**src/rtl/core/uwf_pkg.sv**
```systemverilog
// uwf_pkg: shared constants and types for the uniform window finder.
// Used by every module under rtl/core; depends on nothing.
`timescale 1ns / 1ps

package uwf_pkg;

	// Field and register widths fixed by the interface
	localparam int CFG_W     = 7;
	localparam int IDX_W     = 2;
	localparam int POS_OUT_W = 6;
	localparam int TOTAL_W   = 13;

	// Defaults
	localparam int DEF_MAX_SIDE    = 64;
	localparam int DEF_QUEUE_DEPTH = 2;

	// Register indexes
	localparam logic [IDX_W-1:0] REG_SIDE     = 2'd0;
	localparam logic [IDX_W-1:0] REG_WIN_ROWS = 2'd1;
	localparam logic [IDX_W-1:0] REG_WIN_COLS = 2'd2;

	// Register reset values
	localparam logic [CFG_W-1:0] RST_SIDE     = 7'd8;
	localparam logic [CFG_W-1:0] RST_WIN_ROWS = 7'd1;
	localparam logic [CFG_W-1:0] RST_WIN_COLS = 7'd1;

	typedef struct packed {
		logic                 found;
		logic [POS_OUT_W-1:0] top_row;
		logic [POS_OUT_W-1:0] left_col;
		logic [TOTAL_W-1:0]   match_total;
		logic                 matrix_done;
	} uwf_result_t;

endpackage

```
**src/rtl/core/uwf_fifo.sv**
```systemverilog
// uwf_fifo: small register queue with push/full and pop/empty.
// Holds classified items and finished results; depends on uwf_pkg.
`timescale 1ns / 1ps

module uwf_fifo #(
	parameter int WIDTH = 8,
	parameter int DEPTH = uwf_pkg::DEF_QUEUE_DEPTH
) (
	input  logic             clk,
	input  logic             arst_n,
	input  logic             push,
	input  logic [WIDTH-1:0] din,
	output logic             full,
	input  logic             pop,
	output logic [WIDTH-1:0] dout,
	output logic             empty
);
	import uwf_pkg::*;

	localparam int PTR_W = (DEPTH > 1) ? $clog2(DEPTH) : 1;
	localparam int CNT_W = $clog2(DEPTH + 1);

	logic [WIDTH-1:0] mem_q [DEPTH];
	logic [PTR_W-1:0] wr_ptr_q, rd_ptr_q;
	logic [CNT_W-1:0] count_q;
	logic             do_push, do_pop;

	assign full    = (count_q == CNT_W'(DEPTH));
	assign empty   = (count_q == '0);
	assign do_push = push && !full;
	assign do_pop  = pop && !empty;
	assign dout    = mem_q[rd_ptr_q];

	always_ff @(posedge clk or negedge arst_n) begin
		if (!arst_n) begin
			wr_ptr_q <= '0;
			rd_ptr_q <= '0;
			count_q  <= '0;
		end else begin
			if (do_push) begin
				wr_ptr_q <= (wr_ptr_q == PTR_W'(DEPTH - 1)) ? '0 : wr_ptr_q + PTR_W'(1);
			end
			if (do_pop) begin
				rd_ptr_q <= (rd_ptr_q == PTR_W'(DEPTH - 1)) ? '0 : rd_ptr_q + PTR_W'(1);
			end
			if (do_push && !do_pop) begin
				count_q <= count_q + CNT_W'(1);
			end else if (do_pop && !do_push) begin
				count_q <= count_q - CNT_W'(1);
			end
		end
	end

	always_ff @(posedge clk) begin
		if (do_push) begin
			mem_q[wr_ptr_q] <= din;
		end
	end

endmodule

```
**src/rtl/core/uwf_front.sv**
```systemverilog
// uwf_front: configuration registers and raster position tracking.
// Tags each accepted pixel with column, row, row end and matrix end; uses uwf_pkg.
`timescale 1ns / 1ps

module uwf_front #(
	parameter int MAX_SIDE = uwf_pkg::DEF_MAX_SIDE
) (
	input  logic                          clk,
	input  logic                          arst_n,
	input  logic                          cfg_we,
	input  logic [uwf_pkg::IDX_W-1:0]     cfg_index,
	input  logic [uwf_pkg::CFG_W-1:0]     cfg_data,
	input  logic                          take,
	output logic [$clog2(MAX_SIDE)-1:0]   col,
	output logic [$clog2(MAX_SIDE)-1:0]   row,
	output logic                          row_end,
	output logic                          done,
	output logic [uwf_pkg::CFG_W-1:0]     win_rows,
	output logic [uwf_pkg::CFG_W-1:0]     win_cols,
	output logic                          win_ok
);
	import uwf_pkg::*;

	localparam int PW = $clog2(MAX_SIDE);
	localparam int SW = $clog2(MAX_SIDE + 1);
	localparam int XW = ((SW > CFG_W) ? SW : CFG_W) + 1;

	logic [CFG_W-1:0] side_q, win_rows_q, win_cols_q;
	logic [PW-1:0]    col_q, row_q;
	logic [XW-1:0]    side_x, eff_side;

	always_ff @(posedge clk or negedge arst_n) begin
		if (!arst_n) begin
			side_q     <= RST_SIDE;
			win_rows_q <= RST_WIN_ROWS;
			win_cols_q <= RST_WIN_COLS;
		end else if (cfg_we) begin
			unique case (cfg_index)
				REG_SIDE:     side_q     <= cfg_data;
				REG_WIN_ROWS: win_rows_q <= cfg_data;
				REG_WIN_COLS: win_cols_q <= cfg_data;
				default: ;
			endcase
		end
	end

	// zero acts as one, anything past MAX_SIDE is clamped
	always_comb begin
		side_x = XW'(side_q);
		if (side_q == '0) begin
			eff_side = XW'(1);
		end else if (side_x > XW'(MAX_SIDE)) begin
			eff_side = XW'(MAX_SIDE);
		end else begin
			eff_side = side_x;
		end
	end

	assign col      = col_q;
	assign row      = row_q;
	// >= so a side shrunk mid-matrix still closes the row
	assign row_end  = (XW'(col_q) + XW'(1) >= eff_side);
	assign done     = row_end && (XW'(row_q) + XW'(1) >= eff_side);
	assign win_rows = win_rows_q;
	assign win_cols = win_cols_q;
	assign win_ok   = (win_rows_q != '0) && (win_cols_q != '0) &&
	                  (XW'(win_rows_q) <= eff_side) && (XW'(win_cols_q) <= eff_side);

	always_ff @(posedge clk or negedge arst_n) begin
		if (!arst_n) begin
			col_q <= '0;
			row_q <= '0;
		end else if (take) begin
			if (row_end) begin
				col_q <= '0;
				row_q <= done ? '0 : row_q + PW'(1);
			end else begin
				col_q <= col_q + PW'(1);
			end
		end
	end

endmodule

```
**src/rtl/core/uwf_back.sv**
```systemverilog
// uwf_back: per-column run memory, row run tracking and match counting; uses uwf_pkg.
// Reads, updates and writes back a column run: one item per cycle unless out_full.
`timescale 1ns / 1ps

module uwf_back #(
	parameter int MAX_SIDE = uwf_pkg::DEF_MAX_SIDE
) (
	input  logic                          clk,
	input  logic                          arst_n,
	input  logic                          in_empty,
	output logic                          in_pop,
	input  logic                          in_pixel,
	input  logic [$clog2(MAX_SIDE)-1:0]   in_col,
	input  logic [$clog2(MAX_SIDE)-1:0]   in_row,
	input  logic                          in_row_end,
	input  logic                          in_done,
	input  logic [uwf_pkg::CFG_W-1:0]     win_rows,
	input  logic [uwf_pkg::CFG_W-1:0]     win_cols,
	input  logic                          win_ok,
	input  logic                          out_full,
	output logic                          out_push,
	output uwf_pkg::uwf_result_t          out_result,
	output logic                          busy
);
	import uwf_pkg::*;

	localparam int PW = $clog2(MAX_SIDE);
	localparam int SW = $clog2(MAX_SIDE + 1);
	localparam int XW = ((SW > CFG_W) ? SW : CFG_W) + 1;

	// word = {value, run length}
	logic [SW:0]   mem [MAX_SIDE];

	logic          clearing_q;
	logic [PW-1:0] clr_addr_q;

	logic          valid_s1, fwd_s1;
	logic          pix_s1, row_end_s1, done_s1;
	logic [PW-1:0] col_s1, row_s1;
	logic [SW:0]   rd_word_s1, fwd_word_s1;

	logic [SW-1:0]      row_run_q;
	logic               row_val_q;
	logic [TOTAL_W-1:0] match_q;

	logic          fire;
	logic [SW:0]   old_word, new_word;
	logic [SW-1:0] new_run, rr_new;
	logic          rr_val_new, qualify, found;
	logic [XW-1:0] top_x, left_x;
	logic [TOTAL_W-1:0] match_new;
	logic          mem_we;
	logic [PW-1:0] mem_addr;
	logic [SW:0]   mem_wdata;

	assign busy     = clearing_q;
	assign fire     = valid_s1 && !out_full;
	assign in_pop   = !in_empty && (!valid_s1 || fire);
	assign out_push = fire;

	always_comb begin
		old_word = fwd_s1 ? fwd_word_s1 : rd_word_s1;
		// a fresh run starts on the top row, on a value change or on an unused column
		if (row_s1 == '0 || old_word[SW] != pix_s1 || old_word[SW-1:0] == '0) begin
			new_run = SW'(1);
		end else if (old_word[SW-1:0] < SW'(MAX_SIDE)) begin
			new_run = old_word[SW-1:0] + SW'(1);
		end else begin
			new_run = old_word[SW-1:0];
		end
		new_word = {pix_s1, new_run};

		qualify    = (win_rows != '0) && (XW'(new_run) >= XW'(win_rows));
		rr_new     = '0;
		rr_val_new = row_val_q;
		if (qualify) begin
			if (col_s1 != '0 && row_run_q != '0 && row_val_q == pix_s1) begin
				rr_new = (row_run_q < SW'(MAX_SIDE)) ? row_run_q + SW'(1) : row_run_q;
			end else begin
				rr_new     = SW'(1);
				rr_val_new = pix_s1;
			end
		end

		found     = win_ok && (XW'(rr_new) >= XW'(win_cols));
		top_x     = XW'(row_s1) + XW'(1) - XW'(win_rows);
		left_x    = XW'(col_s1) + XW'(1) - XW'(win_cols);
		match_new = match_q + TOTAL_W'(found);

		out_result.found       = found;
		out_result.top_row     = found ? top_x[POS_OUT_W-1:0] : '0;
		out_result.left_col    = found ? left_x[POS_OUT_W-1:0] : '0;
		out_result.match_total = match_new;
		out_result.matrix_done = done_s1;

		mem_we    = clearing_q || fire;
		mem_addr  = clearing_q ? clr_addr_q : col_s1;
		mem_wdata = clearing_q ? '0 : new_word;
	end

	always_ff @(posedge clk) begin
		if (mem_we) begin
			mem[mem_addr] <= mem_wdata;
		end
		if (in_pop) begin
			rd_word_s1 <= mem[in_col];
		end
	end

	always_ff @(posedge clk) begin
		if (in_pop) begin
			pix_s1      <= in_pixel;
			col_s1      <= in_col;
			row_s1      <= in_row;
			row_end_s1  <= in_row_end;
			done_s1     <= in_done;
			fwd_word_s1 <= new_word;
		end
	end

	always_ff @(posedge clk or negedge arst_n) begin
		if (!arst_n) begin
			clearing_q <= 1'b1;
			clr_addr_q <= '0;
			valid_s1   <= 1'b0;
			fwd_s1     <= 1'b0;
			row_run_q  <= '0;
			row_val_q  <= 1'b0;
			match_q    <= '0;
		end else begin
			if (clearing_q) begin
				clr_addr_q <= clr_addr_q + PW'(1);
				if (clr_addr_q == PW'(MAX_SIDE - 1)) begin
					clearing_q <= 1'b0;
				end
			end
			if (in_pop) begin
				valid_s1 <= 1'b1;
				// same column written this cycle: the read returns stale data
				fwd_s1   <= fire && (in_col == col_s1);
			end else if (fire) begin
				valid_s1 <= 1'b0;
			end
			if (fire) begin
				row_val_q <= rr_val_new;
				row_run_q <= row_end_s1 ? '0 : rr_new;
				match_q   <= done_s1 ? '0 : match_new;
			end
		end
	end

endmodule

```
**src/rtl/core/uniform_window_finder.sv**
```systemverilog
// uniform_window_finder: top level, finds uniform windows in a streamed binary matrix.
// Instantiates uwf_front, uwf_fifo (two queues) and uwf_back; uses uwf_pkg.
//
//   channel  | handshake            | payload
//   ---------+----------------------+-----------------------------------------------
//   input    | push / full          | pixel
//   result   | pop / empty          | found, top_row, left_col, match_total, matrix_done
//   config   | cfg_we               | cfg_index, cfg_data
//
// Sustains one pixel per clock while results are popped; a result passes the item
// queue, the column run memory read and the result queue write to reach the ports.
// The column run memory is read and written once per item, which sets the rate.
// After reset, full stays high while the run memory is cleared.
// Either side may stall independently; two-entry queues sit on both sides of the back end.
`timescale 1ns / 1ps

module uniform_window_finder #(
	parameter int MAX_SIDE = uwf_pkg::DEF_MAX_SIDE
) (
	input  logic                              clk,
	input  logic                              arst_n,
	input  logic                              push,
	output logic                              full,
	input  logic                              pixel,
	output logic                              empty,
	input  logic                              pop,
	output logic                              found,
	output logic [uwf_pkg::POS_OUT_W-1:0]     top_row,
	output logic [uwf_pkg::POS_OUT_W-1:0]     left_col,
	output logic [uwf_pkg::TOTAL_W-1:0]       match_total,
	output logic                              matrix_done,
	input  logic                              cfg_we,
	input  logic [uwf_pkg::IDX_W-1:0]         cfg_index,
	input  logic [uwf_pkg::CFG_W-1:0]         cfg_data
);
	import uwf_pkg::*;

	localparam int PW     = $clog2(MAX_SIDE);
	localparam int ITEM_W = 2 * PW + 3;
	localparam int RES_W  = $bits(uwf_result_t);

	logic              take, q_full, busy;
	logic [PW-1:0]     f_col, f_row;
	logic              f_row_end, f_done;
	logic [CFG_W-1:0]  win_rows, win_cols;
	logic              win_ok;
	logic [ITEM_W-1:0] q_din, q_dout;
	logic              q_empty, q_pop;
	logic              o_full, o_push;
	uwf_result_t       b_result, o_result;

	assign full = q_full || busy;
	assign take = push && !full;

	uwf_front #(
		.MAX_SIDE(MAX_SIDE)
	) u_front (
		.clk      (clk),
		.arst_n   (arst_n),
		.cfg_we   (cfg_we),
		.cfg_index(cfg_index),
		.cfg_data (cfg_data),
		.take     (take),
		.col      (f_col),
		.row      (f_row),
		.row_end  (f_row_end),
		.done     (f_done),
		.win_rows (win_rows),
		.win_cols (win_cols),
		.win_ok   (win_ok)
	);

	assign q_din = {pixel, f_row_end, f_done, f_row, f_col};

	uwf_fifo #(
		.WIDTH(ITEM_W),
		.DEPTH(DEF_QUEUE_DEPTH)
	) u_item_q (
		.clk   (clk),
		.arst_n(arst_n),
		.push  (take),
		.din   (q_din),
		.full  (q_full),
		.pop   (q_pop),
		.dout  (q_dout),
		.empty (q_empty)
	);

	uwf_back #(
		.MAX_SIDE(MAX_SIDE)
	) u_back (
		.clk       (clk),
		.arst_n    (arst_n),
		.in_empty  (q_empty),
		.in_pop    (q_pop),
		.in_pixel  (q_dout[ITEM_W-1]),
		.in_col    (q_dout[PW-1:0]),
		.in_row    (q_dout[2*PW-1:PW]),
		.in_row_end(q_dout[ITEM_W-2]),
		.in_done   (q_dout[ITEM_W-3]),
		.win_rows  (win_rows),
		.win_cols  (win_cols),
		.win_ok    (win_ok),
		.out_full  (o_full),
		.out_push  (o_push),
		.out_result(b_result),
		.busy      (busy)
	);

	uwf_fifo #(
		.WIDTH(RES_W),
		.DEPTH(DEF_QUEUE_DEPTH)
	) u_result_q (
		.clk   (clk),
		.arst_n(arst_n),
		.push  (o_push),
		.din   (b_result),
		.full  (o_full),
		.pop   (pop),
		.dout  (o_result),
		.empty (empty)
	);

	assign found       = o_result.found;
	assign top_row     = o_result.top_row;
	assign left_col    = o_result.left_col;
	assign match_total = o_result.match_total;
	assign matrix_done = o_result.matrix_done;

endmodule

```
**config.mk**
```make
export PLATFORM = sky130hd
export DESIGN_NAME = uniform_window_finder
export DESIGN_NICKNAME = d
export VERILOG_FILES = /design/src/rtl/core/uwf_pkg.sv /design/src/rtl/core/uwf_fifo.sv /design/src/rtl/core/uwf_front.sv /design/src/rtl/core/uwf_back.sv /design/src/rtl/core/uniform_window_finder.sv
export SDC_FILE = /design/constraint.sdc
export NUM_CORES = 1
export LEC_CHECK = 0
export ABC_CLOCK_PERIOD_IN_PS = 9600
export BUFFER_PORTS_ARGS = -buffer_cell sky130_fd_sc_hd__buf_2
export CAP_MARGIN = 20
export CORE_MARGIN = 2
export CORE_UTILIZATION = 50
export DETAILED_ROUTE_END_ITERATION = 8
export GPL_TIMING_DRIVEN = 0
export PLACE_DENSITY = 0.66
export SETUP_SLACK_MARGIN = 0.05
export SLEW_MARGIN = 0
export SYNTH_ARGS = -nofsm -noshare
export SYNTH_HDL_FRONTEND = slang
export SYNTH_SLANG_ARGS = --single-unit
```
**constraint.sdc**
```tcl
create_clock -name clk -period 9.6 [get_ports clk]
set_input_delay 1.44 -clock clk [delete_from_list [all_inputs] [get_ports clk]]
set_output_delay 1.44 -clock clk [all_outputs]
set_load 0.03 [all_outputs]
```
[Word-level counts from Yosys, hierarchy flattened]
Memory sizes are Yosys's and may differ from the RTL's. A register that Yosys moved wholly into a read port is not among the register bits.
Cells that the tools add are included.
Widths: inputs -> output; s select.
Storage, ports and cells
  memories kept: 3
  memory bits (writable): 596
  flip-flop bits (word level): 94
  logic and storage cells: 152
  output and inout bits: 29
Memories
  u_back.mem: depth 64, bits a word 8, read ports 1, clocked after memory_dff 1, wr ports 1, line uwf_back.sv:32  | logic [SW:0] mem [MAX_SIDE];
  u_result_q.mem_q: depth 2, bits a word 27, read ports 1, clocked after memory_dff 0, wr ports 1, line uwf_fifo.sv:23  | logic [WIDTH-1:0] mem_q [DEPTH];
  u_item_q.mem_q: depth 2, bits a word 15, read ports 1, clocked after memory_dff 0, wr ports 1, line uwf_fifo.sv:23
Cells by class
  mux-type cells: 34
  equality and inequality tests: 8
  bitwise logic cells: 1
  add/sub/neg operators: 20
  magnitude comparators: 9
  reduce and logical (&&, ||, !) cells: 53
Operators with widths (number)
  $mux 7: 7
  $add 6x1->6 const B: 5
  $mux 6: 5
  $mux 8: 3
  $reduce_bool 7->1: 3
  $logic_and 1x1->1: 20
  $ge 8x8->1: 2
  $le 7x8->1: 2
  $add 6x1->7 const B: 2
  $add 7x1->7 const B: 2
  $ge 7x7->1: 2
  $logic_not 7->1: 2
  $lt 7x7->1 const B: 2
  $mux 1: 14
  $add 13x1->13: 1
  $mux 13: 1
  $sub 6x6->6: 2
  $logic_not 1->1: 10
  $mux 2: 4
  $reduce_and 2->1: 4
  $gt 7x7->1 const B: 1
  $eq 2x2->1 const B: 3
  $eq 6x6->1: 1
  $eq 6x6->1 const B: 1
  other kinds (13): 26

[Depth between registers and ports, before layout]
  depth in word-level cells: 12
  gate-level depth with buffers: 34
  mapped depth without buffers: 32

[By module]
A second synthesis with hierarchy kept.
Unflattened totals
  cell total of the unflattened synthesis: 1599
  area total of the unflattened synthesis: 29682.2 um^2
Modules (own cells, without submodules)
  uwf_back: area an instance 23899.2 um^2, times used 1, cells an instance 1223
  uwf_fifo at u_result_q: area an instance 2244.7 um^2, times used 1, cells an instance 103
  uwf_front: area an instance 2193.4 um^2, times used 1, cells an instance 205
  uwf_fifo at u_item_q: area an instance 1331.3 um^2, times used 1, cells an instance 66
  uniform_window_finder: area an instance 13.8 um^2, times used 1, cells an instance 2

[Worst setup path before layout]
OpenSTA, ideal clock, no wires.
  path kind: register -> register
  start point: register u_back.fwd_s1
  end point: register u_back.match_q[12]
  cell stages (with the launch flop): 35
  arrival: 6.654 ns
  path buffers: 2
  slack: 2.825 ns
  clock period less this slack: 6.775 ns
  cells stage by stage: dfrtp_1 -> mux2i_1 -> ha_1 -> or4b_2 -> nor4_1 -> a311o_1 -> nand2b_1 -> clkbuf_1 -> nor2_1 -> ha_1 -> nor2b_1 -> o21ai_0 -> o211ai_1 -> o31a_1 -> o2bb2ai_2 -> a211oi_2 -> o21ai_1 -> ha_1 -> nand2b_1 -> a21o_1 -> a21o_1 -> a21o_1 -> a21oi_1 -> o21ai_0 -> nand4_1 -> inv_1 -> ha_1 -> ha_1 -> and3_1 -> and3_1 -> and3_1 -> clkbuf_1 -> nand3_1 -> xnor2_1 -> a22o_1
RTL lines
  from (decl): line uwf_back.sv:37  | logic valid_s1, fwd_s1;
  from (signal assigned): line uwf_back.sv:140  | fwd_s1 <= fire && (in_col == col_s1);
  to (signal assigned): line uwf_back.sv:147  | match_q <= done_s1 ? '0 : match_new;
  to (decl): line uwf_back.sv:44  | logic [TOTAL_W-1:0] match_q;

==> results.sh <==
export IMPL_rr_worst_depth=34
export IMPL_r2r_start="u_back.fwd_s1"
export IMPL_yosys_cell_count_top_type="edfxtp_1"
export IMPL_launch_point_of_the_critical_path="u_back.fwd_s1"
export IMPL_yosys_cell_types_count=59
export IMPL_ys_dominant_reg_cell="edfxtp_1"
export IMPL_finalSetupViolations=0
export IMPL_width_of_the_chip_um=249
export IMPL_critical_path_top_delay_family="compound AO/OA/AOI/OAI gates"
export IMPL_drcViolationCount=0
export IMPL_pin_count_of_the_biggest_net_entering_global_routing=67
export IMPL_synth_yosys_warnings=0
export IMPL_report_final_hold_viol_count=0
export IMPL_final_core_util_pct=57.9
export IMPL_area_share_of_the_largest_cell_type_after_synthesis_pct=62.8
export IMPL_dr_pass1_iters=5
export IMPL_ant_nets=0
export IMPL_clock_skew_final_ns=0.0234
export IMPL_avgSynthCellArea_um2=12.4
export IMPL_std_cell_rows=89
export IMPL_setup_worst_path_class="flip-flop to flip-flop"
export IMPL_via_count=20015
export IMPL_worst_path_stages=34
export IMPL_ir_drop_mv=0.214
export IMPL_fin_setup_tns_ns=0
export IMPL_drt_total_wl_um=77400
export IMPL_layout_worst_path_cycle_share_pct=84.4
export IMPL_finalNetCount=2658
export IMPL_synth_xor_area_share_pct=1.72
export IMPL_cellPowerDensity_nw_per_um2=375
export IMPL_cts_repair_resized=0
export IMPL_boundary_pins=44
export IMPL_drt_vias_per_instance=5.88
export IMPL_root_buffer_master="clkbuf_16"
export IMPL_gp_congestion=0.926
export IMPL_r2r_setup_slack_ns=1.50
export IMPL_cts_sink_count=698
export IMPL_synth_edf_count=627
export IMPL_run_status="complete, no violations"
export IMPL_synthTopCellsByCount="edfxtp_1 (627), nand2_1 (597), nand3_1 (276), nor2_1 (114), clkbuf_1 (105)"
export IMPL_tritoncts="built"
export IMPL_critical_path_buffers_and_inverters=3
export IMPL_place_port_buffers=43
export IMPL_clk_pin_slew_ns=0.06
export IMPL_async_flop_share_pct=10.2
export IMPL_cp_end_kind="flip-flop"
export IMPL_multi_input_area_um2=8760
export IMPL_hold_worst_slack_ns=0.488
export IMPL_gr_total_overflow=0
export IMPL_timing_slew_headroom_pct=27.7
export IMPL_total_of_fill_cells_in_the_finished_design=4659
export IMPL_crit_path_time_final_ns=8.10
export IMPL_synth_area_leaders="edfxtp_1 (63%), nand2_1 (7.5%), dfrtp_1 (5.6%), nand3_1 (4.6%), ha_1 (2.9%)"
export IMPL_worstPathRequired_ns=10.10
export IMPL_leakagePower_nw=12.5
export IMPL_clock_latency_ns=0.63
export IMPL_hold_class="flip-flop to flip-flop"
export IMPL_die_area_um2=62000
export IMPL_netlist_area_before_placement_um2=30000
export IMPL_die_h_um=249
export IMPL_synthDominantAreaCellType="edfxtp_1"
export IMPL_cts_hold_buffers=0
export IMPL_drv_slew=0
export IMPL_ys_ff_latch=698
export IMPL_cp_arrival_ns=8.60
export IMPL_setup_repair_after_global_routing_missed_its_margin="no"
export IMPL_timing_fmax_mhz=123
export IMPL_post_cts_setup_inserts=0
export IMPL_timing_max_cap_violations=0
export IMPL_sequential_cell_area_um2=20600
export IMPL_synth_top_family_by_area="simple AND/OR/NAND/NOR gates"
export IMPL_vias_in_the_first_global_route=19648
export IMPL_setup_worst_path_end="u_back.match_q[12]"
export IMPL_post_dp_hpwl_um=54100
export IMPL_worst_r2r_endpoint="u_back.match_q[12]"
export IMPL_coreArea_um2=59100
export IMPL_synth_seq_area_share_pct=68.7
export IMPL_floorplan_initialDensity_pct=50.7
export IMPL_cts_buffers_inserted=74
export IMPL_starting_drt_drc_count=2025
export IMPL_setup_worst_path_start_class="flip-flop"
export IMPL_area_growth_synth_to_final_pct=14.2
export IMPL_drive_above_1_share_pct=10.3
export IMPL_groute_usage_overall_pct=25.0
export IMPL_grt_first_pass_wirelength_um=118000
export IMPL_diodes=0
export IMPL_path_max_fanout=10
export IMPL_clock_path_buffers=3
export IMPL_yosys_mux_area_fraction_pct=2.72
export IMPL_cp_slowest_cell="or4b_2"
export IMPL_htree_levels=3
export IMPL_postSynthNetCount=2502
export IMPL_crit_top_cell="ha_1"
export IMPL_fraction_of_the_mapped_netlist_area_in_compound_gates_pct=5.65
export IMPL_synth_adder_area_share_pct=3.01
export IMPL_syn_inst=2416
export IMPL_basic_gate_share_of_the_synthesized_area_counting_and_or_nand_and_nor_cells_pct=15.9
export IMPL_actual_transition_at_the_worst_max_transition_pin_ns=1.05
export IMPL_post_drt_wl_per_cell_um=22.7
export IMPL_cp_slowest_stage_delay_ns=0.58
export IMPL_antenna_violations_before_repair=1
[through the flow]
step / power, W / setup slack, ns / instances / area [um2]
detailed placement: 0.00991 / 1.49 / 3267 / 31800
CTS: 0.0128 / 1.45 / 3402 / 34200
global placement: 0.00944 / -0.532 / 3232 / 31200
global route: 0.0134 / 0.855 / 3404 / 34300
finish: 0.0128 / 1.50 / 3404 / 34300
floorplan: 0.00761 / 2.82 / 2416 / 30000
[sequential cells by signal, indices dropped and copies added (netlist names), 2 cells and up]
register	count
u_back.fwd_word_s1	8
u_back.clr_addr_q	6
u_back.match_q	13
u_back.row_run_q	7
u_front.win_rows	7
u_back.rd_word_s1	8
u_front.side_q	7
u_front.row	6
u_result_q.mem_q	54
u_item_q.count_q	2
u_front.col	6
u_front.win_cols	7
u_result_q.count_q	2
u_back.col_s1	6
u_back.row_s1	6
u_back.mem	512
u_item_q.mem_q	30
[how the worst min path moves through the flow]
stage                 startpoint             endpoint  slack (ns)  depth (start not counted)
6_report       u_back.match_q[0]    u_back.match_q[0]        0.49                          2
3_3_place_gp   u_back.match_q[0]    u_back.match_q[0]        0.45                          2
3_5_place_dp   u_back.match_q[0]    u_back.match_q[0]        0.47                          2
5_1_grt        u_item_q.wr_ptr_q    u_item_q.wr_ptr_q        0.51                          1
2_1_floorplan  u_back.row_end_s1  u_back.row_run_q[0]        0.44                          1
4_1_cts        u_back.match_q[0]    u_back.match_q[0]        0.49                          2
[worst reg2reg max path, delay by kind of cell, from the launching register on]
family                     cells  cell delay (ns)
AOI/OAI and AO/OA             13             2.53
xor gates and xnor gates       1             0.10
adders and majority gates      5             1.25
buffers and inverters          3             0.78
DFF                            1             0.45
muxes                          1             0.41
and+or+nand+nor               11             2.48
[cell families (layout without fill, tap and decap cells)]
family,after synthesis,in the layout
AND/OR/NAND/NOR,1102,1102
XOR/XNOR,59,59
adder cells (fa/ha/maj),71,71
buffers and inverters,177,392
multiplexers,74,74
AO/OA/AOI/OAI,235,235
flip-flops,698,698
[layout by cell type (no fill, tap or decap), types with 60 or more instances in the layout]
cell type and instances:
a311oi_1 81, clkbuf_1 126, clkbuf_16 78, dfrtp_1 67, edfxtp_1 627, ha_1 69
mux2_2 60, nand2_1 597, nand3_1 276, nor2_1 111
[layer usage]
layer	wire, um	vias to the layer above	global-route usage, %
met1	30600	9815	32.6
met3	6640	197	5.63
met2	36500	876	39.9
met5	12	-	0
li1	-	9125	-
met4	3720	2	11.7
[final cells by class]
type / instances / area share [%]
flip-flops and latches: 698 / 60.2
inverters: 49 / 0.537
well taps: 773 / 2.82
clock inverters: 35 / 1.24
clock buffers: 100 / 5.97
multi-input cells: 1541 / 25.6
repair buffers: 80 / 2.27
plain buffers: 128 / 1.43
[report_power, final]
group	switching [W]	internal, W
sequential	0.000198	0.00448
combinational	0.00369	0.00156
clock	0.00118	0.00172
No activity file was read; power rests on OpenSTA's default activity.
